$ cat config.mk
export PLATFORM = sky130hd
export DESIGN_NAME = button_debounce_long_press_core
export DESIGN_NICKNAME = d
export VERILOG_FILES = /design/src/rtl/bdlp_pkg.sv /design/src/rtl/bdlp_cfg_regs.sv /design/src/rtl/bdlp_engine.sv /design/src/rtl/button_debounce_long_press_core.sv
export SDC_FILE = /design/constraint.sdc
export NUM_CORES = 1
export LEC_CHECK = 0
export BUFFER_PORTS_ARGS = -buffer_cell sky130_fd_sc_hd__buf_2
export CAP_MARGIN = 0
export CORE_ASPECT_RATIO = 0.7
export CORE_MARGIN = 5
export CORE_UTILIZATION = 55
export CTS_BUF_LIST = sky130_fd_sc_hd__clkbuf_4 sky130_fd_sc_hd__clkbuf_8
export DETAILED_ROUTE_END_ITERATION = 6
export PLACE_DENSITY = 0.73
export SETUP_SLACK_MARGIN = 0.1
export SLEW_MARGIN = 20
export SYNTH_ARGS = -nofsm -noshare
export SYNTH_HDL_FRONTEND = slang
export SYNTH_SLANG_ARGS = --single-unit
$ cat constraint.sdc
create_clock -name clk_i -period 6.6 [get_ports clk_i]
set_clock_uncertainty 0.15 [all_clocks]
set_input_delay 0.99 -clock clk_i [delete_from_list [all_inputs] [get_ports clk_i]]
set_output_delay 0.99 -clock clk_i [all_outputs]
set_load 0.1 [all_outputs]
$ cat src/rtl/bdlp_pkg.sv
`timescale 1ns / 1ps
// ----------------------------------------------------------------------------
// bdlp_pkg
// shared types and constants of the button debouncer with long-press detect
// ----------------------------------------------------------------------------
package bdlp_pkg;

  localparam int unsigned TimeW  = 32;
  localparam int unsigned MsW    = 16;
  localparam int unsigned PageW  = 3;
  localparam int unsigned CfgIdxW = 2;

  // register indexes of the configuration port
  localparam logic [CfgIdxW-1:0] CFG_DEBOUNCE  = 2'd0;
  localparam logic [CfgIdxW-1:0] CFG_LONG_PRESS = 2'd1;
  localparam logic [CfgIdxW-1:0] CFG_LAST_PAGE = 2'd2;

  // reset values of the registers
  localparam logic [MsW-1:0]   DEBOUNCE_RST   = 16'd35;
  localparam logic [MsW-1:0]   LONG_PRESS_RST = 16'd1200;
  localparam logic [PageW-1:0] LAST_PAGE_RST  = 3'd4;

  typedef struct packed {
    logic [MsW-1:0]   debounce_ms;
    logic [MsW-1:0]   long_press_ms;
    logic [PageW-1:0] last_page;
  } cfg_t;

  typedef struct packed {
    logic             stable_level;
    logic [PageW-1:0] page;
    logic             portrait_mode;
    logic             page_stepped;
    logic             rotated;
  } res_t;

endpackage

$ cat src/rtl/bdlp_cfg_regs.sv
`timescale 1ns / 1ps
// ----------------------------------------------------------------------------
// bdlp_cfg_regs
// configuration register file, write only, unknown indexes are dropped
// ----------------------------------------------------------------------------
module bdlp_cfg_regs (
  input  logic                        clk_i,
  input  logic                        rst_ni,
  input  logic                        cfg_we_i,
  input  logic [bdlp_pkg::CfgIdxW-1:0] cfg_idx_i,
  input  logic [bdlp_pkg::MsW-1:0]    cfg_data_i,
  output bdlp_pkg::cfg_t              cfg_o
);
  import bdlp_pkg::*;

  cfg_t cfg_q;

  always_ff @(posedge clk_i or negedge rst_ni) begin
    if (!rst_ni) begin
      cfg_q.debounce_ms   <= DEBOUNCE_RST;
      cfg_q.long_press_ms <= LONG_PRESS_RST;
      cfg_q.last_page     <= LAST_PAGE_RST;
    end else if (cfg_we_i) begin
      unique case (cfg_idx_i)
        CFG_DEBOUNCE:   cfg_q.debounce_ms   <= cfg_data_i;
        CFG_LONG_PRESS: cfg_q.long_press_ms <= cfg_data_i;
        CFG_LAST_PAGE:  cfg_q.last_page     <= cfg_data_i[PageW-1:0];
        default: ;
      endcase
    end
  end

  assign cfg_o = cfg_q;

endmodule

$ cat src/rtl/bdlp_engine.sv
`timescale 1ns / 1ps
// ----------------------------------------------------------------------------
// bdlp_engine
// debounce and press-length state, updated once per word that moves on
// ----------------------------------------------------------------------------
module bdlp_engine (
  input  logic                       clk_i,
  input  logic                       rst_ni,
  input  bdlp_pkg::cfg_t             cfg_i,
  input  logic                       step_i,
  input  logic [bdlp_pkg::TimeW-1:0] now_ms_i,
  input  logic                       raw_level_i,
  output bdlp_pkg::res_t             res_o
);
  import bdlp_pkg::*;

  logic             prev_raw_q, prev_raw_d;
  logic             debounced_q, debounced_d;
  logic [TimeW-1:0] change_time_q, change_time_d;
  logic [TimeW-1:0] press_time_q, press_time_d;
  logic             long_seen_q, long_seen_d;
  logic [PageW-1:0] page_q, page_d;
  logic             portrait_q, portrait_d;

  logic             raw_changed;
  logic [TimeW-1:0] settle_diff;
  logic [TimeW-1:0] held_diff;
  logic             settled;
  logic             press_edge;
  logic             release_edge;
  logic             long_hit;
  logic             stepped;
  logic             turned;

  always_comb begin
    raw_changed   = (raw_level_i != prev_raw_q);
    prev_raw_d    = raw_level_i;
    change_time_d = raw_changed ? now_ms_i : change_time_q;
    settle_diff   = now_ms_i - change_time_d;
    settled       = (settle_diff >= {{(TimeW-MsW){1'b0}}, cfg_i.debounce_ms});

    press_edge   = settled && (raw_level_i != debounced_q) && !raw_level_i;
    release_edge = settled && (raw_level_i != debounced_q) && raw_level_i;

    // a fresh press is timed from now, so only a zero long time hits at once
    // once settled the new debounced level is the raw level, so a release
    // in this word never counts as a long hold
    held_diff = now_ms_i - press_time_q;
    if (press_edge) begin
      long_hit = (cfg_i.long_press_ms == '0);
    end else begin
      long_hit = settled && !raw_level_i && !long_seen_q &&
                 (held_diff >= {{(TimeW-MsW){1'b0}}, cfg_i.long_press_ms});
    end

    debounced_d  = settled ? raw_level_i : debounced_q;
    press_time_d = press_edge ? now_ms_i : press_time_q;
    stepped      = release_edge && !long_seen_q;
    turned       = long_hit;

    long_seen_d = long_seen_q;
    if (press_edge) begin
      long_seen_d = 1'b0;
    end
    if (long_hit) begin
      long_seen_d = 1'b1;
    end

    page_d = page_q;
    if (stepped) begin
      page_d = (page_q >= cfg_i.last_page) ? '0 : page_q + PageW'(1);
    end
    portrait_d = portrait_q ^ turned;
  end

  always_ff @(posedge clk_i or negedge rst_ni) begin
    if (!rst_ni) begin
      prev_raw_q    <= 1'b1;
      debounced_q   <= 1'b1;
      change_time_q <= '0;
      press_time_q  <= '0;
      long_seen_q   <= 1'b0;
      page_q        <= '0;
      portrait_q    <= 1'b0;
    end else if (step_i) begin
      prev_raw_q    <= prev_raw_d;
      debounced_q   <= debounced_d;
      change_time_q <= change_time_d;
      press_time_q  <= press_time_d;
      long_seen_q   <= long_seen_d;
      page_q        <= page_d;
      portrait_q    <= portrait_d;
    end
  end

  always_comb begin
    res_o.stable_level  = debounced_d;
    res_o.page          = page_d;
    res_o.portrait_mode = portrait_d;
    res_o.page_stepped  = stepped;
    res_o.rotated       = turned;
  end

endmodule

$ cat src/rtl/button_debounce_long_press_core.sv
`timescale 1ns / 1ps
// ----------------------------------------------------------------------------
// button_debounce_long_press_core
// debouncer for an active-low button with short and long press detection
// ----------------------------------------------------------------------------
//
//  channel  direction  handshake                 payload
//  in       sink       in_valid_i / in_stall_o   now_ms_i, raw_level_i
//  out      source     out_valid_o / out_stall_i stable_level_o, page_o,
//                                                portrait_mode_o,
//                                                page_stepped_o, rotated_o
//  cfg      sink       cfg_we_i                  cfg_idx_i, cfg_data_i
//
//  one word in, one word out; a word passes the input register, then the result
//  register, and a new word is taken each cycle unless in_stall_o is high;
//  the rate is set by the state update in the engine
//  reset gives the released button, page 0, landscape and default registers
//  a stall on the output holds the result register; the input register
//  then fills and in_stall_o rises only once both are occupied
//
module button_debounce_long_press_core (
  input  logic                        clk_i,
  input  logic                        rst_ni,
  // configuration
  input  logic                        cfg_we_i,
  input  logic [bdlp_pkg::CfgIdxW-1:0] cfg_idx_i,
  input  logic [bdlp_pkg::MsW-1:0]    cfg_data_i,
  // sample words
  input  logic                        in_valid_i,
  output logic                        in_stall_o,
  input  logic [bdlp_pkg::TimeW-1:0]  now_ms_i,
  input  logic                        raw_level_i,
  // result words
  output logic                        out_valid_o,
  input  logic                        out_stall_i,
  output logic                        stable_level_o,
  output logic [bdlp_pkg::PageW-1:0]  page_o,
  output logic                        portrait_mode_o,
  output logic                        page_stepped_o,
  output logic                        rotated_o
);
  import bdlp_pkg::*;

  cfg_t             cfg;
  res_t             res;

  // input register
  logic             in_valid_q;
  logic [TimeW-1:0] now_q;
  logic             raw_q;

  // result register
  logic             out_valid_q;
  res_t             res_q;

  logic             out_free;  // result register can take a word
  logic             advance;   // word moves from input to result register
  logic             in_take;   // input register takes a new word

  assign out_free   = !out_valid_q || !out_stall_i;
  assign advance    = in_valid_q && out_free;
  assign in_stall_o = in_valid_q && !out_free;
  assign in_take    = in_valid_i && !in_stall_o;

  bdlp_cfg_regs u_cfg (
    .clk_i      (clk_i),
    .rst_ni     (rst_ni),
    .cfg_we_i   (cfg_we_i),
    .cfg_idx_i  (cfg_idx_i),
    .cfg_data_i (cfg_data_i),
    .cfg_o      (cfg)
  );

  // state commits only when the word leaves for the result register
  bdlp_engine u_engine (
    .clk_i       (clk_i),
    .rst_ni      (rst_ni),
    .cfg_i       (cfg),
    .step_i      (advance),
    .now_ms_i    (now_q),
    .raw_level_i (raw_q),
    .res_o       (res)
  );

  always_ff @(posedge clk_i or negedge rst_ni) begin
    if (!rst_ni) begin
      in_valid_q <= 1'b0;
    end else if (in_take) begin
      in_valid_q <= 1'b1;
    end else if (advance) begin
      in_valid_q <= 1'b0;
    end
  end

  // payload, no reset needed
  always_ff @(posedge clk_i) begin
    if (in_take) begin
      now_q <= now_ms_i;
      raw_q <= raw_level_i;
    end
  end

  always_ff @(posedge clk_i or negedge rst_ni) begin
    if (!rst_ni) begin
      out_valid_q <= 1'b0;
    end else if (out_free) begin
      out_valid_q <= advance;
    end
  end

  always_ff @(posedge clk_i) begin
    if (advance) begin
      res_q <= res;
    end
  end

  assign out_valid_o     = out_valid_q;
  assign stable_level_o  = res_q.stable_level;
  assign page_o          = res_q.page;
  assign portrait_mode_o = res_q.portrait_mode;
  assign page_stepped_o  = res_q.page_stepped;
  assign rotated_o       = res_q.rotated;

endmodule
==> impl_results.md, run 1 <==
* Routed met2 length at about 12000 µm
* Initial antenna violation count at 0
* CP arrival at about 6.5 ns
* Vias/cell at 6.04
* Antenna viol nets, final at 0
* Pint at approximately 0.0027 W
* Status: finished clean
* Period utilisation layout at 95.5%
* Post-synth EDFFs at 40
* Hold Crit Endpoint: out_valid_o$_DFFE_PN0P_
* Clock sinks at approximately 150
* Clk slew on worst S/H paths at 0.09 ns
* Top cells by area, synth: dfrtp_1 (22%), edfxtp_1 (11%), ha_1 (10%), a21oi_1 (4.6%), mux2_2 (3.7%)
* R2r endpoint: u_engine.press_time_q[13]$_DFFE_PN0P_
* Post-synth cell types at 86
* CTS Buffer Depth at 2
* # fillers at 1661
* Rel. slew slack at 34.5%
* Power share of the clock group at between 15 and 20%
* First-pass GRT wire length at 46400 µm
* Die X at 178 µm
* Worst R2R Path Depth at 25
* Worst R2R Setup Slack at 0.30 ns
* Ant. Diodes at 0
* Sw Ratio at between 40% and 50%
* Final Core Density at between 60% and 70%
* Slowest cell on the critical path: dfstp_2
* Number of global-route vias before repair at 8631
* Area after DPL at 0.0115 mm²
* Core area at 0.0196 mm²
* Pwr dens at 403 mW/mm²
* H-tree Lvls at 4
* Critical Path Fanout Max at 13
* Initial DRC count at 759
* Final hold viol count at 0
* Mapped Cells at 1167
* Sequential area share after synthesis at a little over a third
* Crit. End Element: flop
* Drt wl/cell at roughly 19 µm
* Die Y at 128 µm
* Synthesized flop and latch total at 148
* Vias at between 9000 and 10000
* Drt pass-1 iters at 6
* Average cell area after synthesis at between 9 and 10 µm²
* Worst setup SP type: flop
* Gr usage total at about a quarter
* Total Nets Final at 1369
* Simple-gate share of the synthesized area at 16.3%
* # DRC at 0
* WP data required at 6.81 ns
* Combinational power share at 55.9%
* Ys Warns at 0
* GR Overflow Total at 0
* Hold WC Path Type: reg -> reg
* TritonCTS buffer count at 17
* WHS Path Cells at 1
* Crit path top cell by count: ha_1
* HPWL after DPL at ~22000 µm
* # rows at 43
* Xor/xnor share of the synthesized area at around 4.4%
* GPL Wtd Cong at 0.968
* Most frequent cells in the layout: a21oi_1 (100), dfrtp_1 (98), nand2_1 (94)
* Power share of the sequential group at between 20% and 30%
* Final Cell Area at 0.0120 mm²
* Post-synthesis mux area share at 9.01%
* Final total power at 0.00484 W
* Commonest non-fill, non-tap cell in the layout: a21oi_1
* Hold_ws at 0.333 ns
* Synth Area in Adders at between 10 and 15%
* Primary FF master, synth: dfrtp_1
* FF-to-FF Start: u_engine.prev_raw_q$_DFFE_PN1P_
* Met1 wire length at 14200 µm
* Starting Density at 55.5%
* Syn-to-layout area delta at 10.1%
* Share of layout cells above drive strength 1 at 15.4%
* Unrepaired setup endpoints after global routing: true
* Leakage at around 5.3 nW
* Die ar. at 0.0228 mm²
* Post-Syn Area at 0.0109 mm²
* Minimum clock period at 6.30 ns
* CTS root buf: clkbuf_8
* Hold path startpoint: in_valid_q$_DFFE_PN0P_
* Compound-gate portion of the synthesized area at 18.8%
* Syn nets at ~1300
* VDD IR max at roughly 190 µV
* Yosys top cell by area: dfrtp_1
* Setup-failing EPs final at 0
* Fin. max-slew vios at 0
* Main combinational cell family by area after synthesis: compound AO/OA/AOI/OAI gates
* Fmax at around 0.16 GHz
* Port buffer count at 64
* FFs w/ async S/R, synth at 73.0%
* Uppermost layer routed: met4
* Measured slew at the worst slew-check pin at between 0.9 and 1 ns
* Psw at 0.00215 W
* WL final at 28800 µm
* Num ports at 65
* Worst-Skew Late Latency at about 0.48 ns
* Yosys top cell area share at 22.5%
* CTS tree: yes
* Critical path class: reg -> reg
* Routed wl met3 at approximately 2200 µm
* Largest net degree at the start of global routing at between 60 and 70
* Max Cap Viol at 0
* Max incr delay on CP at 0.65 ns
-- registers in the layout, indices dropped and copies added, names as in the netlist --
name                    flops
u_engine.change_time_q     32
rotated_o                   1
u_engine.prev_raw_q         1
stable_level_o              1
page_o                      3
u_cfg.cfg_o                35
u_engine.press_time_q      32
in_valid_q                  1
out_valid_o                 1
u_engine.debounced_q        1
u_engine.page_q             3
portrait_mode_o             1
u_engine.portrait_q         1
u_engine.long_seen_q        1
page_stepped_o              1
now_q                      32
raw_q                       1
-- routing by layer --
layer  vias up  global-route usage (%)
li1       4375                       -
met1      4375                    41.1
met2       308                    37.6
met3        40                    4.63
met4         0                    6.18
met5         -                       0
-- critical path: cells and delay by family (launching register included) --
kind,cells,cell delay (ns)
xor gates and xnor gates,2,0.26
DFF,1,0.65
and+or+nand+nor,8,1.82
buffers and inverters,2,0.25
adders and majority gates,3,0.73
muxes,1,0.34
AOI/OAI and AO/OA,9,1.98
-- worst max path at each step --
| stage | to | from | cells past startpoint |
|---|---|---|---|
| 6_report | u_engine.press_time_q[13]$_DFFE_PN0P_ | u_engine.prev_raw_q$_DFFE_PN1P_ | 25 |
| 5_1_grt | u_engine.press_time_q[17]$_DFFE_PN0P_ | u_engine.prev_raw_q$_DFFE_PN1P_ | 24 |
| 4_1_cts | u_engine.press_time_q[19]$_DFFE_PN0P_ | u_engine.prev_raw_q$_DFFE_PN1P_ | 25 |
| 3_5_place_dp | u_engine.press_time_q[18]$_DFFE_PN0P_ | raw_q$_DFFE_PP_ | 25 |
| 3_3_place_gp | u_engine.press_time_q[0]$_DFFE_PN0P_ | raw_q$_DFFE_PP_ | 25 |
| 2_1_floorplan | u_engine.press_time_q[10]$_DFFE_PN0P_ | u_engine.prev_raw_q$_DFFE_PN1P_ | 23 |
-- Yosys cell counts (10+ instances only) --
| cell type | count |
|---|---|
| mux2_2 | 36 |
| xor2_1 | 26 |
| o211ai_1 | 10 |
| dfstp_2 | 10 |
| a21oi_1 | 100 |
| inv_1 | 83 |
| mux2i_1 | 25 |
| dfrtp_1 | 98 |
| edfxtp_1 | 40 |
| ha_1 | 88 |
| nor4_1 | 11 |
| nand2b_1 | 19 |
| a21o_1 | 31 |
| nor2b_1 | 21 |
| mux2_1 | 29 |
| xnor2_1 | 25 |
| nand2_1 | 94 |
| o21ai_0 | 67 |
| clkbuf_1 | 36 |
| nand3_1 | 22 |
| nand4_1 | 27 |
| nor3_1 | 15 |
| nor2_1 | 85 |
-- logic make-up (layout without fill, tap and decap cells) --
group,after synthesis,in the layout
and+or+nand+nor,344,345
AOI/OAI and AO/OA,309,309
DFF,148,148
buffers and inverters,127,196
adders and majority gates,96,96
muxes,90,90
xor gates and xnor gates,53,53
-- final cells by class --
| cell class | count | area (µm²) | area share [%] |
|---|---|---|---|
| multi-input cells | 893 | 6540 | 54.5 |
| flip-flops and latches | 148 | 3920 | 32.6 |
| repair buffers | 81 | 463 | 3.86 |
| well taps | 270 | 338 | 2.82 |
| inverters | 83 | 312 | 2.60 |
| clock buffers | 19 | 262 | 2.18 |
| clock inverters | 13 | 170 | 1.42 |
-- per-stage QoR --
step | worst slack, ns | setup TNS, ns | std cells
after floorplan | 0.156 | 0 | 1167
after global placement | 0.244 | 0 | 1466
after detailed placement | -0.0449 | -0.982 | 1466
after CTS | 0.289 | 0 | 1501
after global routing | 0.0871 | 0 | 1507
final | 0.296 | 0 | 1507
-- what timing repair did --
action	in CTS	in global routing
setup endpoints to repair	31	31
gates resized for setup	1	2
buffers inserted	2	6
hold endpoints to repair	0	0
pin swaps	2	2
hold buffers	0	0
gates cloned	1	0
-- power groups by stage --
| stage | Sequential [W] | Clock (W) | Combinational [W] |
|---|---|---|---|
| after floorplan | 0.00138 | 0 | 0.00201 |
| after global placement | 0.00135 | 0 | 0.00259 |
| after CTS | 0.00135 | 0.000801 | 0.00267 |
| final | 0.00135 | 0.000785 | 0.00270 |
| after global routing | 0.00138 | 0.000844 | 0.00300 |
| after detailed placement | 0.00136 | 0 | 0.00264 |
Power figures use the tool's default switching activity.
==> run 2: changes to the inputs <==
--- a/config.mk
+++ b/config.mk
@@ -12,7 +12,7 @@
 export CORE_UTILIZATION = 55
 export CTS_BUF_LIST = sky130_fd_sc_hd__clkbuf_4 sky130_fd_sc_hd__clkbuf_8
 export DETAILED_ROUTE_END_ITERATION = 6
-export PLACE_DENSITY = 0.73
+export PLACE_DENSITY = 0.7
 export SETUP_SLACK_MARGIN = 0.1
 export SLEW_MARGIN = 20
 export SYNTH_ARGS = -nofsm -noshare
==> constraint.sdc (replaced) <==
create_clock -name clk_i -period 7.9 [get_ports clk_i]
set_clock_uncertainty 0.15 [all_clocks]
set_input_delay 1.185 -clock clk_i [delete_from_list [all_inputs] [get_ports clk_i]]
set_output_delay 1.185 -clock clk_i [all_outputs]
set_load 0.1 [all_outputs]
==> run 2 against run 1 <==
Utilization is 0.77 points lower. Power is 17% lower. Count of clock-buffer cells in the layout stayed put. Via count is 1.2% lower.
==> impl_results.md, run 2 (synthesis results as in run 1) <==
* Setup TNS at 0 ns (unchanged)
* CP Cell Sequence: buf_4, xnor2_4, buf_4, o21ai_0, ha_1, nor4b_1, a2111oi_4, nand3_2, a21oi_1, nor2_1, o21ai_0, xor2_1, ha_1, a21o_1, a21o_1, a221o_1, a2111oi_0, and3_1, o311ai_1, or3_4, nor4_4, nand4_4, nand4b_4, mux2_1
* Status: finished clean
* Unrepaired setup endpoints after global routing: false
* Starting Density at 55.5% (unchanged)
* Vias at 8987 (-1.2%)
* Crit path max-delay family: simple AND/OR/NAND/NOR gates
* Worst setup SP type: flop
* Max incr delay on CP at 0.58 ns (-0.07 ns)
* Final hold viol count at 0 (unchanged)
* Drt pass-1 iters at 5 (-1)
* Drt wl/cell at 19.2 µm (+0.49%)
* # DRC at 0 (unchanged)
* Critical Path Fanout Max at 33 (+20)
* Max Cap Viol at 0 (unchanged)
* Syn-to-layout area delta at 8.66%
* Clk slew on worst S/H paths at 0.09 ns (about the same)
* Num ports at 65 (unchanged)
* GR Overflow Total at 0 (unchanged)
* Final total power at 0.00400 W (-17%)
* VDD IR max at 165 µV (-14%)
* Hold Buf Count CTS at 0 (unchanged)
* Worst-Skew Late Latency at 0.49 ns (about the same)
* WL final at 28800 µm (-0.25%)
* Post-CTS setup buffers at 0 (-2)
* Pwr dens at 338 mW/mm² (-16%)
* Hold WC Path Type: reg -> reg
* TritonCTS buffer count at 17 (unchanged)
* Hold_ws at 0.346 ns (+0.0136 ns)
* HPWL after DPL at 22300 µm (+0.35%)
* Sum of buffers and inverters on the critical path at 2 (unchanged)
* GPL Wtd Cong at 0.944 (-2.5%)
* Fin. max-slew vios at 0 (unchanged)
* WP data required at 8.11 ns (+1.30 ns)
* Port buffer count at 64 (unchanged)
* CTS root buf: clkbuf_8
* Area after DPL at 0.0114 mm² (-0.20%)
* Fmax at 0.150 GHz (-5.7%)
* Share of layout cells above drive strength 1 at 14.3% (-1.1 points)
* Max reg flops at 35 (unchanged)
* Gr usage total at 26.0% (-0.19 points)
* Core area at 0.0196 mm² (unchanged)
* Largest net degree at the start of global routing at 79 (+14%)
* Minimum clock period at 6.68 ns (+0.380 ns)
* First-pass GRT wire length at 46100 µm (-0.68%)
* Rel. slew slack at 37.2% (+2.7 points)
* Die ar. at 0.0228 mm² (unchanged)
* Slowest cell on the critical path: nand4b_4
* Post_cts resized at 0 (-1)
* H-tree Lvls at 4 (unchanged)
* # fillers at 1748 (+5.2%)
* Total Nets Final at 1357 (-0.88%)
* Commonest non-fill, non-tap cell in the layout: a21oi_1
* Measured slew at the worst slew-check pin at 0.943 ns (-0.0399 ns)
* Die Y at 128 µm (unchanged)
* Most Crowded Layer GR: met1
* Met3 Use GR at 4.63% (unchanged)
* CTS tree: yes
* Setup-failing EPs final at 0 (unchanged)
* Vias/cell at 6.01 (-0.49%)
* Number of global-route vias before repair at 8445 (-2.2%)
* # rows at 43 (unchanged)
* Leakage at 5.25 nW (-1.5%)
* CTS Buffer Depth at 2 (unchanged)
* Period utilisation layout at 84.6% (-11 points)
* Met1 usage at 41.5% (+0.40 points)
* Initial antenna violation count at 0 (unchanged)
* Die X at 178 µm (unchanged)
* Initial DRC count at 747 (-1.6%)
* Grt met2 use at 36.8% (-0.80 points)
* Most frequent cells in the layout: a21oi_1 (100), dfrtp_1 (98), nand2_1 (94)
* CP arrival at 6.89 ns (+0.37 ns)
* Critical path class: reg -> reg
* Antenna viol nets, final at 0 (unchanged)
* Crit. End Element: flop
* Final Cell Area at 0.0118 mm² (-1.3%)
* Clock sinks at 148 (unchanged)
## run 2: final timing paths
path                                                        from                                     end  slack [ns]  depth (start not counted)
hold / removal             u_engine.press_time_q[24]$_DFFE_PN0P_   u_engine.press_time_q[24]$_DFFE_PN0P_        0.35                          1
setup reg to reg                                 raw_q$_DFFE_PP_   u_engine.press_time_q[31]$_DFFE_PN0P_        1.22                         24
setup / recovery                                 raw_q$_DFFE_PP_   u_engine.press_time_q[31]$_DFFE_PN0P_        1.22                         24
hold reg to reg            u_engine.press_time_q[24]$_DFFE_PN0P_   u_engine.press_time_q[24]$_DFFE_PN0P_        0.35                          1
max in group asynchronous                                 rst_ni  u_engine.change_time_q[15]$_DFFE_PN0P_        6.05                          2
min in group asynchronous                                 rst_ni             u_cfg.cfg_o[11]$_DFFE_PN0P_        0.49                          1
## run 2: power by group
part           internal [W]  switching (W)  leakage, nW  total, W
Combinational      0.000909        0.00134         3.41   0.00224
Sequential         0.000983       0.000143         1.64   0.00113
Clock              0.000298       0.000336        0.204  0.000633
Total               0.00219        0.00181         5.25   0.00400
## run 2: metal layers
metal	part of all wire [%]	vias up
li1	-	4355
met1	51	4338
met2	41	255
met3	6.4	39
met4	1.5	0
met5	0	-
## run 2: cell type report
class | instances | area (µm²) | share of cell area, %
multi-input cells | 892 | 6500 | 54.9
flip-flops and latches | 148 | 3920 | 33.1
repair buffers | 70 | 372 | 3.14
well taps | 270 | 338 | 2.85
inverters | 83 | 312 | 2.63
clock buffers | 19 | 255 | 2.15
clock inverters | 13 | 149 | 1.26
diodes | 1 | 2.50 | 0.0211
## run 2: stage by stage
step           cells  worst slack [ns]  util, %
2_1_floorplan   1167              1.46        -
6_report        1496              1.22     60.3
3_5_place_dp    1463              1.29     58.2
3_3_place_gp    1463              1.43     58.2
5_1_grt         1495             0.687     60.3
4_1_cts         1495              1.25     60.3
==> run 3: changes to the inputs <==
--- a/config.mk
+++ b/config.mk
@@ -5,6 +5,7 @@
 export SDC_FILE = /design/constraint.sdc
 export NUM_CORES = 1
 export LEC_CHECK = 0
+export ABC_AREA = 1
 export BUFFER_PORTS_ARGS = -buffer_cell sky130_fd_sc_hd__buf_2
 export CAP_MARGIN = 0
 export CORE_ASPECT_RATIO = 0.7
@@ -12,7 +13,7 @@
 export CORE_UTILIZATION = 55
 export CTS_BUF_LIST = sky130_fd_sc_hd__clkbuf_4 sky130_fd_sc_hd__clkbuf_8
 export DETAILED_ROUTE_END_ITERATION = 6
-export PLACE_DENSITY = 0.7
+export PLACE_DENSITY = 0.73
 export SETUP_SLACK_MARGIN = 0.1
 export SLEW_MARGIN = 20
 export SYNTH_ARGS = -nofsm -noshare
==> constraint.sdc (replaced) <==
create_clock -name clk_i -period 5.35 [get_ports clk_i]
set_clock_uncertainty 0.15 [all_clocks]
set_input_delay 0.8025 -clock clk_i [delete_from_list [all_inputs] [get_ports clk_i]]
set_output_delay 0.8025 -clock clk_i [all_outputs]
set_load 0.1 [all_outputs]
==> run 3 against run 2 <==
Critical path depth increased by 5. Via count is 16% higher. Non-clock buffer count rose by 3. Synthesized cell count grew 33%. Final cell count grew 28%. Sequential share of layout area down 1.4 points. Combinational power increased by 78%. Power increased by 66%. Clock power up 52%. Utilization grew 0.13 points. Critical path type unchanged. Largest power group unchanged.
==> impl_results.md, run 3 <==
* Crit. End Element: flop
* Core area at 0.0205 mm² (+4.3%)
* CTS tree: yes
* WL final at 31500 µm (+9.4%)
* CP arrival at 4.98 ns (-1.91 ns)
* Pwr dens at 536 mW/mm² (+59%)
* Mapped Cells at 1555 (+33%)
* Measured slew at the worst slew-check pin at 0.996 ns (+0.0536 ns)
* Sequential area share after synthesis at 34.5% (-1.4 points)
* Multi-input gate area at 0.00625 mm² (-3.9%)
* Critical path class: reg -> reg
* Slowest cell on the critical path: dfstp_2
* Final Non-Filler Cells at 1913 (+28%)
* Register area at 0.00392 mm² (unchanged)
* Max Cap Viol at 0 (unchanged)
* Period utilisation layout at 89.4% (+4.8 points)
* Die X at 182 µm (+1.9%)
* Ys Warns at 0 (unchanged)
* Die ar. at 0.0236 mm² (+3.7%)
* FFs w/ async S/R, synth at 73.0% (unchanged)
* Sw Ratio at 49.2% (+3.9 points)
* Num ports at 65 (unchanged)
* First-pass GRT wire length at 50600 µm (+9.9%)
* Setup-failing EPs final at 0 (unchanged)
* Cell with the most instances after synthesis: nand2_1
* CTS Buffer Depth at 2 (unchanged)
* Antenna viol nets, final at 0 (unchanged)
* GPL Wtd Cong at 0.984 (+4.2%)
* Final total power at 0.00664 W (+66%)
* Minimum clock period at 4.78 ns (-1.90 ns)
* Clock sinks at 148 (unchanged)
* Synthesized flop and latch total at 148 (unchanged)
* Drt pass-1 iters at 6 (+1)
* # rows at 44 (+2.3%)
* Rel. slew slack at 33.6% (-3.6 points)
* Power share of the clock group at 14.5% (-1.3 points)
* Hold WC Path Type: in -> async
* Vias/cell at 5.44 (-9.4%)
* Unrepaired setup endpoints after global routing: false
* Hold_ws at 0.323 ns (-0.0231 ns)
* Final Core Density at 60.5% (+0.13 points)
* # fillers at 1965 (+12%)
* Gr usage total at 27.1% (+1.0 points)
* Die Y at 130 µm (+1.8%)
* Leakage at 6.33 nW (+21%)
* Post-Syn Area at 0.0113 mm² (+4.0%)
* H-tree Lvls at 4 (unchanged)
* Placed cell count at 1881 (+29%)
* Setup TNS at 0 ns (unchanged)
* CTS root buf: clkbuf_8
* Initial DRC count at 1126 (+51%)
* GR Overflow Total at 0 (unchanged)
* Crit path top cell by count: nand2_1
* Commonest cells post-synth: nand2_1 (412), inv_1 (257), nor2_1 (109), o21ai_0 (105), dfrtp_1 (98)
* Share of layout cells above drive strength 1 at 14.1% (-0.17 points)
* Pint at 0.00337 W (+54%)
* Power share of the sequential group at 25.6% (-2.5 points)
* Vias at 10411 (+16%)
* Starting Density at 55.4% (-0.16 points)
* Drt wl/cell at 16.5 µm (-14%)
* Post-synth EDFFs at 40 (unchanged)
* Fmax at 0.209 GHz (+40%)
* VDD IR max at 321 µV (+94%)
* Total Nets Final at 1769 (+30%)
* HPWL after DPL at 25200 µm (+13%)
* Hold Buf Count CTS at 0 (unchanged)
* Ant. Diodes at 0 (-1)
* Primary FF master, synth: dfrtp_1
* Clk slew on worst S/H paths at 0.09 ns (about the same)
* Top cells by area, synth: dfrtp_1 (22%), nand2_1 (14%), edfxtp_1 (11%), ha_1 (9.7%), inv_1 (8.5%)
* TritonCTS buffer count at 17 (unchanged)
* Status: finished clean
* Post-synth cell types at 45 (-48%)
* Commonest non-fill, non-tap cell in the layout: nand2_1
* Syn nets at 1700 (+30%)
* Max reg flops at 35 (unchanged)
* Syn-to-layout area delta at 9.22%
* Psw at 0.00326 W (+80%)
* WP data required at 5.54 ns (-2.57 ns)
* Worst-Skew Late Latency at 0.46 ns (-0.03 ns)
* Final hold viol count at 0 (unchanged)
* Most frequent cells in the layout: nand2_1 (411), inv_1 (257), nor2_1 (108)
* Critical Path Fanout Max at 34 (+3.0%)
* Initial antenna violation count at 0 (unchanged)
* Largest net degree at the start of global routing at 72 (-8.9%)
* Yosys top cell by area: dfrtp_1
* Worst R2R Path Depth at 29 (+21%)
* Max incr delay on CP at 0.56 ns (-0.02 ns)
* Fin. max-slew vios at 0 (unchanged)
* Worst setup SP type: flop
* Combinational power share at 59.9% (+3.8 points)
* Average cell area after synthesis at 7.29 µm² (-22%)
* Yosys top cell area share at 21.6% (-0.86 points)
* Port buffer count at 64 (unchanged)
* Number of global-route vias before repair at 9757 (+16%)
* # DRC at 0 (unchanged)
[run 3: changes by cell type in the layout (fill, tap and decap cells not counted), sizes merged, moves of 21 or more]
| cell | before | now |
|---|---|---|
| nor2 | 85 | 115 |
| xnor2 | 26 | 1 |
| nand3 | 23 | 78 |
| mux2 | 65 | 0 |
| nor2b | 21 | 0 |
| nand2 | 95 | 452 |
| a21o | 31 | 3 |
| o21ai | 68 | 148 |
| inv | 87 | 282 |
[run 3: cells by family (layout without fill, tap and decap cells)]
group | Yosys count | count (layout) | synth area share, %
buffers and inverters | 300 | 382 | 10.5
AOI/OAI and AO/OA | 261 | 261 | 13.2
and+or+nand+nor | 700 | 700 | 27.3
DFF | 148 | 148 | 34.5
muxes | 19 | 19 | 1.68
xor gates and xnor gates | 38 | 38 | 2.94
adders and majority gates | 89 | 89 | 9.89
[run 3: per-layer routing]
layer	part of all wire (%)	vias up	global-route usage, %
li1	-	5143	-
met1	49	4902	40.3
met2	42	334	40.3
met3	7.9	32	6.71
met4	1.0	0	5.43
met5	0	-	0
[run 3: layout make-up]
| class | count | share of cell area [%] |
|---|---|---|
| multi-input cells | 1107 | 50.5 |
| flip-flops and latches | 148 | 31.6 |
| inverters | 277 | 8.40 |
| repair buffers | 73 | 3.25 |
| well taps | 276 | 2.79 |
| clock buffers | 17 | 1.89 |
| clock inverters | 15 | 1.58 |
[run 3: through the flow]
stage | setup slack (ns) | area, µm²
final | 0.566 | 12400
after global routing | 0.116 | 12400
after CTS | 0.312 | 12400
after detailed placement | 0.339 | 11900
after global placement | 0.500 | 11900
after floorplan | 1.06 | 11300
[run 3: power by group through the flow]
stage,combinational [W],clock (W),sequential (W)
CTS,0.00391,0.000970,0.00169
global placement,0.00379,0,0.00170
floorplan,0.00293,0,0.00173
global route,0.00452,0.00102,0.00173
finish,0.00398,0.000961,0.00170
detailed placement,0.00388,0,0.00171
[run 3: worst paths after layout]
check                                                       start                                     end  slack (ns)
hold reg to reg            u_engine.change_time_q[31]$_DFFE_PN0P_  u_engine.change_time_q[31]$_DFFE_PN0P_        0.33
min in group clk_i         u_engine.change_time_q[31]$_DFFE_PN0P_  u_engine.change_time_q[31]$_DFFE_PN0P_        0.33
hold / removal                                             rst_ni    u_engine.press_time_q[0]$_DFFE_PN0P_        0.32
setup reg to reg                  u_engine.prev_raw_q$_DFFE_PN1P_   u_engine.press_time_q[31]$_DFFE_PN0P_        0.57
max in group asynchronous                                  rst_ni  u_engine.change_time_q[24]$_DFFE_PN0P_        3.56
setup / recovery                  u_engine.prev_raw_q$_DFFE_PN1P_   u_engine.press_time_q[31]$_DFFE_PN0P_        0.57
[run 3: timing repair]
item,in CTS,in global routing
resized for setup,0,3
endpoints found under the hold margin,0,0
setup endpoints to repair,0,39
setup buffers,0,0
[run 3: worst max-delay path, delay by kind of cell (launching register included)]
family	cells	cell delay, ns
and+or+nand+nor	17	1.84
AOI/OAI and AO/OA	6	1.03
DFF	1	0.56
adders and majority gates	2	0.46
buffers and inverters	3	0.40
xor gates and xnor gates	1	0.20
